===== src/clb_pkg.sv =====
// clb_pkg: shared constants, field widths and result codes for the cell bucket core
// no dependencies
`timescale 1ns / 1ps

package clb_pkg;

	localparam int NUM_CELLS_DEF      = 1024;
	localparam int SLOTS_PER_CELL_DEF = 16;
	localparam int ID_BITS_DEF        = 16;

	localparam int OPCODE_W     = 1;
	localparam int CELL_INDEX_W = 10;
	localparam int PID_W        = 16;
	localparam int STATUS_W     = 2;
	localparam int CNT_OUT_W    = 5;
	localparam int SLOT_OUT_W   = 4;

	localparam logic [OPCODE_W-1:0] OP_INSERT = 1'b0;
	localparam logic [OPCODE_W-1:0] OP_DELETE = 1'b1;

	typedef enum logic [STATUS_W-1:0] {
		ST_OK      = 2'd0,
		ST_FULL    = 2'd1,
		ST_NOMATCH = 2'd2
	} status_t;

endpackage


===== src/clb_seq.sv =====
// clb_seq: sequencer for insert and delete, drives the count and slot memories
// depends on clb_pkg; memories live in clb_ram instances at the top level
`timescale 1ns / 1ps

module clb_seq
	import clb_pkg::*;
#(
	parameter int NUM_CELLS      = NUM_CELLS_DEF,
	parameter int SLOTS_PER_CELL = SLOTS_PER_CELL_DEF,
	parameter int ID_BITS        = ID_BITS_DEF,
	localparam int CELL_W     = (NUM_CELLS > 1) ? $clog2(NUM_CELLS) : 1,
	localparam int CNT_W      = $clog2(SLOTS_PER_CELL + 1),
	localparam int SLOT_W     = (SLOTS_PER_CELL > 1) ? $clog2(SLOTS_PER_CELL) : 1,
	localparam int DEPTH      = NUM_CELLS * SLOTS_PER_CELL,
	localparam int ADDR_W     = (DEPTH > 1) ? $clog2(DEPTH) : 1,
	localparam int CELL_REG_W = (CELL_W > CELL_INDEX_W) ? CELL_W : CELL_INDEX_W
) (
	input  logic                    clk,
	input  logic                    arst_n,
	input  logic                    req_valid,
	output logic                    req_stall,
	input  logic [OPCODE_W-1:0]     opcode,
	input  logic [CELL_INDEX_W-1:0] cell_index,
	input  logic [PID_W-1:0]        particle_id,
	output logic                    rsp_valid,
	input  logic                    rsp_stall,
	output logic [STATUS_W-1:0]     status,
	output logic [CNT_OUT_W-1:0]    cell_count,
	output logic [SLOT_OUT_W-1:0]   slot_used,
	output logic                    cnt_we,
	output logic [CELL_W-1:0]       cnt_waddr,
	output logic [CNT_W-1:0]        cnt_wdata,
	output logic                    cnt_re,
	output logic [CELL_W-1:0]       cnt_raddr,
	input  logic [CNT_W-1:0]        cnt_rdata,
	output logic                    slot_we,
	output logic [ADDR_W-1:0]       slot_waddr,
	output logic [ID_BITS-1:0]      slot_wdata,
	output logic                    slot_re,
	output logic [ADDR_W-1:0]       slot_raddr,
	input  logic [ID_BITS-1:0]      slot_rdata
);

	typedef enum logic [2:0] {
		S_CLEAR,
		S_IDLE,
		S_REDUCE,
		S_COUNT,
		S_SCAN,
		S_MOVE,
		S_RESULT
	} state_t;

	state_t                state_q;
	logic [CELL_W-1:0]     clr_q;
	logic [OPCODE_W-1:0]   op_q;
	logic [CELL_REG_W-1:0] cell_q;
	logic [ID_BITS-1:0]    id_q;
	logic [ADDR_W-1:0]     base_q;
	logic [CNT_W-1:0]      cnt_q;
	logic [CNT_W-1:0]      rd_idx_q;
	logic                  cmp_v_s1;
	logic [CNT_W-1:0]      cmp_idx_s1;
	logic [SLOT_W-1:0]     hit_idx_q;
	status_t               res_status_q;
	logic [CNT_W-1:0]      res_cnt_q;
	logic [SLOT_W-1:0]     res_slot_q;
	logic                  rsp_valid_q;
	status_t               status_q;
	logic [CNT_W-1:0]      count_q;
	logic [SLOT_W-1:0]     slot_q;

	logic [CNT_W-1:0]      cnt_in;
	logic                  cell_over;
	logic                  hit;
	logic                  last_s1;
	logic [CELL_W-1:0]     cell_addr;

	assign cnt_in    = (cnt_rdata > CNT_W'(SLOTS_PER_CELL)) ? CNT_W'(SLOTS_PER_CELL) : cnt_rdata;
	assign cell_over = 32'(cell_q) >= 32'(NUM_CELLS);
	assign hit       = cmp_v_s1 && (slot_rdata == id_q);
	assign last_s1   = cmp_idx_s1 == (cnt_q - CNT_W'(1));
	assign cell_addr = cell_q[CELL_W-1:0];

	assign req_stall  = (state_q != S_IDLE);
	assign rsp_valid  = rsp_valid_q;
	assign status     = status_q;
	assign cell_count = CNT_OUT_W'(count_q);
	assign slot_used  = SLOT_OUT_W'(slot_q);

	// memory port control
	always_comb begin
		cnt_we     = 1'b0;
		cnt_waddr  = cell_addr;
		cnt_wdata  = '0;
		cnt_re     = 1'b0;
		cnt_raddr  = cell_addr;
		slot_we    = 1'b0;
		slot_waddr = base_q;
		slot_wdata = id_q;
		slot_re    = 1'b0;
		slot_raddr = base_q;
		case (state_q)
			S_CLEAR: begin
				cnt_we    = 1'b1;
				cnt_waddr = clr_q;
			end
			S_REDUCE: begin
				cnt_re = !cell_over;
			end
			S_COUNT: begin
				if (op_q == OP_INSERT) begin
					if (cnt_in < CNT_W'(SLOTS_PER_CELL)) begin
						slot_we    = 1'b1;
						slot_waddr = base_q + ADDR_W'(cnt_in);
						cnt_we     = 1'b1;
						cnt_wdata  = cnt_in + CNT_W'(1);
					end
				end else if (cnt_in != '0) begin
					slot_re = 1'b1;
				end
			end
			S_SCAN: begin
				if (hit) begin
					slot_re    = 1'b1;
					slot_raddr = base_q + ADDR_W'(cnt_q - CNT_W'(1));
				end else if (rd_idx_q < cnt_q) begin
					slot_re    = 1'b1;
					slot_raddr = base_q + ADDR_W'(rd_idx_q);
				end
			end
			S_MOVE: begin
				// last entry fills the freed slot
				slot_we    = 1'b1;
				slot_waddr = base_q + ADDR_W'(hit_idx_q);
				slot_wdata = slot_rdata;
				cnt_we     = 1'b1;
				cnt_wdata  = cnt_q - CNT_W'(1);
			end
			default: begin
			end
		endcase
	end

	always_ff @(posedge clk or negedge arst_n) begin
		if (!arst_n) begin
			state_q      <= S_CLEAR;
			clr_q        <= '0;
			op_q         <= OP_INSERT;
			cell_q       <= '0;
			id_q         <= '0;
			base_q       <= '0;
			cnt_q        <= '0;
			rd_idx_q     <= '0;
			cmp_v_s1     <= 1'b0;
			cmp_idx_s1   <= '0;
			hit_idx_q    <= '0;
			res_status_q <= ST_OK;
			res_cnt_q    <= '0;
			res_slot_q   <= '0;
			rsp_valid_q  <= 1'b0;
			status_q     <= ST_OK;
			count_q      <= '0;
			slot_q       <= '0;
		end else begin
			if (rsp_valid_q && !rsp_stall && state_q != S_RESULT) begin
				rsp_valid_q <= 1'b0;
			end
			case (state_q)
				S_CLEAR: begin
					clr_q <= clr_q + CELL_W'(1);
					if (clr_q == CELL_W'(NUM_CELLS - 1)) begin
						state_q <= S_IDLE;
					end
				end
				S_IDLE: begin
					if (req_valid) begin
						op_q    <= opcode;
						cell_q  <= CELL_REG_W'(cell_index);
						id_q    <= ID_BITS'(particle_id);
						state_q <= S_REDUCE;
					end
				end
				S_REDUCE: begin
					if (cell_over) begin
						cell_q <= cell_q - CELL_REG_W'(NUM_CELLS);
					end else begin
						base_q  <= ADDR_W'(cell_addr * SLOTS_PER_CELL);
						state_q <= S_COUNT;
					end
				end
				S_COUNT: begin
					cnt_q <= cnt_in;
					if (op_q == OP_INSERT) begin
						if (cnt_in < CNT_W'(SLOTS_PER_CELL)) begin
							res_status_q <= ST_OK;
							res_cnt_q    <= cnt_in + CNT_W'(1);
							res_slot_q   <= SLOT_W'(cnt_in);
						end else begin
							res_status_q <= ST_FULL;
							res_cnt_q    <= cnt_in;
							res_slot_q   <= '0;
						end
						state_q <= S_RESULT;
					end else if (cnt_in == '0) begin
						res_status_q <= ST_NOMATCH;
						res_cnt_q    <= cnt_in;
						res_slot_q   <= '0;
						state_q      <= S_RESULT;
					end else begin
						rd_idx_q   <= CNT_W'(1);
						cmp_v_s1   <= 1'b1;
						cmp_idx_s1 <= '0;
						state_q    <= S_SCAN;
					end
				end
				S_SCAN: begin
					if (hit) begin
						hit_idx_q <= SLOT_W'(cmp_idx_s1);
						cmp_v_s1  <= 1'b0;
						state_q   <= S_MOVE;
					end else if (cmp_v_s1 && last_s1) begin
						res_status_q <= ST_NOMATCH;
						res_cnt_q    <= cnt_q;
						res_slot_q   <= '0;
						cmp_v_s1     <= 1'b0;
						state_q      <= S_RESULT;
					end else begin
						cmp_v_s1   <= rd_idx_q < cnt_q;
						cmp_idx_s1 <= rd_idx_q;
						if (rd_idx_q < cnt_q) begin
							rd_idx_q <= rd_idx_q + CNT_W'(1);
						end
					end
				end
				S_MOVE: begin
					res_status_q <= ST_OK;
					res_cnt_q    <= cnt_q - CNT_W'(1);
					res_slot_q   <= hit_idx_q;
					state_q      <= S_RESULT;
				end
				S_RESULT: begin
					if (!rsp_valid_q || !rsp_stall) begin
						rsp_valid_q <= 1'b1;
						status_q    <= res_status_q;
						count_q     <= res_cnt_q;
						slot_q      <= res_slot_q;
						state_q     <= S_IDLE;
					end
				end
				default: begin
					state_q <= S_IDLE;
				end
			endcase
		end
	end

	// one item in flight at a time
	assert property (@(posedge clk) disable iff (!arst_n)
		(req_valid && !req_stall) |=> req_stall)
		else $error("item accepted while another is in work");

	assert property (@(posedge clk) disable iff (!arst_n)
		!(slot_we && slot_re))
		else $error("slot memory read and written in one cycle");

	assert property (@(posedge clk) disable iff (!arst_n)
		cnt_we |-> (cnt_wdata <= CNT_W'(SLOTS_PER_CELL)))
		else $error("bucket count written beyond capacity");

	assert property (@(posedge clk) disable iff (!arst_n)
		(rsp_valid_q && status_q != ST_OK) |-> (slot_q == '0))
		else $error("slot reported on a refused operation");

	assert property (@(posedge clk) disable iff (!arst_n)
		(state_q == S_MOVE) |-> $past(hit))
		else $error("swap without a matching entry");

endmodule


===== config.mk =====
export PLATFORM = sky130hd
export DESIGN_NAME = clb_seq
export DESIGN_NICKNAME = d
export VERILOG_FILES = /design/src/clb_pkg.sv /design/src/clb_seq.sv
export SDC_FILE = /design/constraint.sdc
export NUM_CORES = 1
export LEC_CHECK = 0
export BUFFER_PORTS_ARGS = -buffer_cell sky130_fd_sc_hd__buf_4
export CORE_AREA = 8 8 130 132
export CTS_BUF_LIST = sky130_fd_sc_hd__clkbuf_8
export DETAILED_ROUTE_END_ITERATION = 12
export DIE_AREA = 0 0 138 140
export HOLD_SLACK_MARGIN = 0.02
export MAX_ROUTING_LAYER = met4
export SLEW_MARGIN = 20
export SYNTH_ARGS = -nofsm -noshare
export SYNTH_HDL_FRONTEND = slang
export SYNTH_SLANG_ARGS = --single-unit
export TNS_END_PERCENT = 10

===== constraint.sdc =====
create_clock -name clk -period 3.6 [get_ports clk]
set_input_delay 0.72 -clock clk [delete_from_list [all_inputs] [get_ports clk]]
set_output_delay 0.72 -clock clk [all_outputs]
set_load 0.02 [all_outputs]

Word level (Yosys, flattened, before mapping)
Cells that the tools add are included.
- reductions and logical operators: 21
- bitwise operators: 0
- shift-type cells: 0
- equality and inequality tests: 22
- multiplexer cells: 67
- div/mod/pow operators: 0
- magnitude comparators: 3
- multiply operators: 0
- add/subtract/negate cells: 9
- operators with widths (cell ; number):
    $mux 5 ; 17
    $mux 14 ; 5
    $pmux 5 s2 ; 3
    $add 14x5->14 ; 2
    $pmux 14 s2 ; 1
    $pmux 3 s7 ; 1
    $mux 4 ; 5
    $ne 2x2->1 const B ; 9
    $eq 16x16->1 ; 1
    $mux 16 ; 1
    $mux 1 ; 15
    $mux 3 ; 5
    $pmux 5 s3 ; 1
    $add 14x14->14 ; 1
    $add 14x4->14 ; 1
    $mux 2 ; 6
    $pmux 4 s3 ; 1
    $add 10x1->10 const B ; 1
    $add 5x1->5 const B ; 2
    $eq 10x10->1 const B ; 1
    $mux 10 ; 1
    $eq 3x3->1 const B ; 3
    $ne 3x3->1 const B ; 3
    $pmux 1 s2 ; 4
    24 further kinds ; 32
- memory bits (writable): 0
- bits in latches: 0
- memory bits (read-only): 0
- memories: 0
- flip-flop bits (word level): 93
- logic and storage cells: 140
- input port bits: 52

Logic depth before layout (Yosys ltp)
- depth after elaboration: 6
- depth in mapped cells: 14

Worst setup path before layout
Ideal clock, no wire load.
- path type: reg2out
- start point: register cnt_q[0]
- end point: output port slot_raddr[12]
- data required time: 2.880 ns
- arrival: 2.929 ns
- stages on the path, launching flop included: 15
- setup slack: -0.049 ns
- cells stage by stage: dfrtp_1 > buf_2 > inv_1 > ha_1 > and3_1 > xnor2_1 > ha_1 > fa_1 > a21o_1 > a41oi_1 > nand3_1 > o311ai_0 > xnor2_1 > a21oi_1 > o21ai_1
- word-level cells in the longest chain between the ends: 4
- RTL lines (element ; line ; source):
    start, declared ; clb_seq.sv:60 ; logic [CNT_W-1:0] cnt_q;
    start signal, assigned ; clb_seq.sv:193 ; cnt_q <= cnt_in;
    $sub 5x1->6 / $lt 5x5->1 (equally long branches) ; clb_seq.sv:126, clb_seq.sv:127 ;
    $add 14x14->14 / $mux 14 (equally long branches) ; clb_seq.sv:126, clb_seq.sv:127 ;
    $mux 14 * ; clb_seq.sv:124 ; if (hit) begin
    $mux 14 * ; clb_seq.sv:103 ; case (state_q)
    end, declared ; clb_seq.sv:40 ; output logic [ADDR_W-1:0] slot_raddr,
Mark *: on every way between the ends. The rest lies on a longest branch, timed or not.

Worst setup path after layout
- start point: register cnt_q[1]
- end point: output port slot_raddr[13]
Same word-level chain as after synthesis.

==> qor.csv <==
metric,value,unit
cts_made_buffers,9,
synth_flop_cell,dfrtp_1,
max_freq,255,MHz
post_drt_wl_per_cell,18.7,um
ir_drop,676,uV
crit_fanout,5,
drv_cap,0,
drive_above_1_share,36.9,%
worst_pin_slew,1.03,ns
hold_path.class,in2async,
fin_area,7670,um2
routed_wl,17900,um
rsz0062_at_grt,true,
grt_usage,18.7,%
r2r_start,cnt_q[1],
avgSynthCellArea,9.62,um2
cts_max_path_buffers,2,
min_period,3.92,ns
gr-total-overflow,0,
core,14900,um2
ys_types,67,
n_fill_cell,1412,
grt_pass1_wl,28700,um
fin_nets,838,
final_core_util,51.6,%
hold_buffers,0,
drcViolationCount,0,
dp.final_hpwl,13500,um
fin_crit_sh,109,%
pre_cts_ws,-0.0654,ns
synth_cells,607,
start_util,39.3,%
grt_start_max_net_pins,57,
io_pins,138,
relSlewSlack,31.0,%
reg2regPathDepth,11,
power_density,985,nW/um2
p_total,7550,uW
firstDrtPassIters,5,
worst_ep_arrival_time,3.20,ns
tritoncts,yes,
fp.dieW,138,um
crit_type,reg2out,
rows,45,
leakagePower,0.00362,uW
place.gp.congestion,0.858,
finClkSkew,0.0134,ns
slew_viol_final,0,
required,2.88,ns
clk_latency,0.38,ns
setup_ws,-0.319,ns
num_antenna_cells,0,
setup_violations,4,
dieArea,19300,um2
synth_edf_count,0,
synth_warnings,0,
final_common_cell,buf_4,
clk_pin_slew,0.10,ns
ys_ff_latch,93,
cp-end-kind,primary output,
portBuffers,137,
cts.sinks,93,
final_cell_mix,"177 x buf_4, 94 x nand2_1, 93 x dfrtp_1",
dpl-instance-area,7250,um2
cp-start-kind,register,
syn-num-nets,681,
vias,5151,
antenna_found_initial,0,
async_flop_share,100,%
drt_iter0_drc,254,
grt_pass1_vias,5382,
outcome,"finished, violations left",
r2r-end,res_cnt_q[4],
timing.reg2reg.setup_slack,0.56,ns
cts-root-buf,clkbuf_8,
ant_nets,0,
area_growth,31.3,%
netlist_area,5840,um2
hold_violations,0,
die_h,140,um
cts-htree-levels,3,
viasPerCell,5.38,
synth-seq-area-share,39.9,%
failed_checks,setup timing,
cell usage after synthesis, types with 3 or more instances:
master     number  share of area [%]
nor3b_1         3               0.39
mux2_2         48                9.3
a21o_1          5               0.64
nand2b_1       10                1.1
o22ai_1        10                1.1
nand2_1        94                6.0
buf_2           4               0.34
o21ai_0        21                1.8
nor2_1         17                1.1
inv_1          17                1.1
xor2_1         26                3.9
a21oi_1        23                2.0
xnor2_1        26                3.9
nand3b_1        3               0.39
ha_1           21                4.5
o21ai_1         8               0.69
or3_1           7               0.75
mux2_4          5                1.3
or2_2           3               0.32
dfrtp_1        93                 40
nor4_1          4               0.43
nand4_1         6               0.64
and2_1          7               0.75
nor3_1          5               0.43
a22o_1         11                1.7
a2bb2oi_1       3               0.45
mux2_1         10                1.9
clkbuf_1       30                1.9
a211oi_1        4               0.51
o21a_1          4               0.51
nand3_1        22                1.9
and3_1          7               0.75
nor2b_1         4               0.43
o21bai_1        4               0.51
a31oi_1         3               0.32
per-stage QoR:
step	std cells	TNS, ns	hold WS (ns)
2_1_floorplan	607	0	0.424
3_3_place_gp	934	0	0.463
3_5_place_dp	934	-0.0654	0.472
4_1_cts	952	-0.405	0.417
5_1_grt	957	-1.22	0.444
6_report	957	-0.580	0.382
sequential cells by signal, summed over array words and instances, names as in the netlist:
register      cells
cmp_idx_s1        5
res_cnt_q         5
rd_idx_q          5
rsp_valid         1
id_q             16
clr_q            10
status            2
res_slot_q        4
res_status_q      2
cmp_v_s1          1
hit_idx_q         4
cnt_raddr        10
cnt_q             5
slot_used         4
op_q              1
cell_count        5
state_q           3
base_q           10
critical path, cell delays in order (launching register included):
cell and delay, ns:
dfrtp_1 0.39, buf_4 0.15, nor3_4 0.20, nand3_2 0.13, inv_4 0.10, buf_6 0.12
ha_4 0.19, o21a_1 0.21, a21oi_2 0.19, o21a_1 0.17, o211ai_1 0.13, or3_1 0.41
o311ai_2 0.08, a311o_1 0.20, buf_6 0.13
power by group:
part	switching [uW]	total, uW	internal (uW)	leakage [uW]
clock	415	815	401	0.000108
sequential	510	2000	1490	0.00117
combinational	2500	4730	2230	0.00234
total	3420	7550	4130	0.00362
area by class of cell:
type,count,area [um2],area share (%)
clock buffer,9,124,1.62
clock inverter,7,104,1.35
tap,188,235,3.07
inverter,19,73.8,0.963
timing repair buffer,182,1390,18.2
sequential,93,2330,30.4
multi-input combinational,459,3410,44.5
layer usage:
| layer | up-vias | global-route usage [%] | share of wire [%] |
|---|---|---|---|
| li1 | 2458 | - | - |
| met1 | 2518 | 24.6 | 48 |
| met2 | 157 | 27.6 | 44 |
| met3 | 18 | 5.81 | 7.2 |
| met4 | 0 | 4.41 | 1.1 |
| met5 | - | - | 0 |
kinds of logic (layout without fill, tap and decap cells):
| group | count (synthesis) | after routing | synth area share [%] |
|---|---|---|---|
| and+or+nand+nor | 198 | 198 | 16.4 |
| AOI/OAI and AO/OA | 121 | 121 | 14.0 |
| DFF | 93 | 93 | 39.9 |
| muxes | 65 | 65 | 12.8 |
| buffers and inverters | 55 | 217 | 3.88 |
| xor gates and xnor gates | 53 | 53 | 8.19 |
| adders and majority gates | 22 | 22 | 4.84 |
how the worst max path moves through the flow:
stage	start	endpoint	slack [ns]	depth (start not counted)
floorplan	cnt_q[0]	slot_raddr[13]	0.02	12
global placement	cnt_q[0]	slot_raddr[13]	0.08	14
detailed placement	cnt_q[0]	slot_raddr[13]	-0.07	13
CTS	cnt_q[1]	slot_raddr[13]	-0.24	13
global route	cnt_q[0]	slot_raddr[13]	-0.45	14
finish	cnt_q[1]	slot_raddr[13]	-0.32	14
what timing repair did:
item / 4_1_cts / 5_1_grt
gates cloned: 0 / 0
endpoints found under the setup margin: 6 / 6
resized for setup: 15 / 13
buffers inserted: 2 / 5
pin swaps: 10 / 11
(Power assumes the default switching activity.)
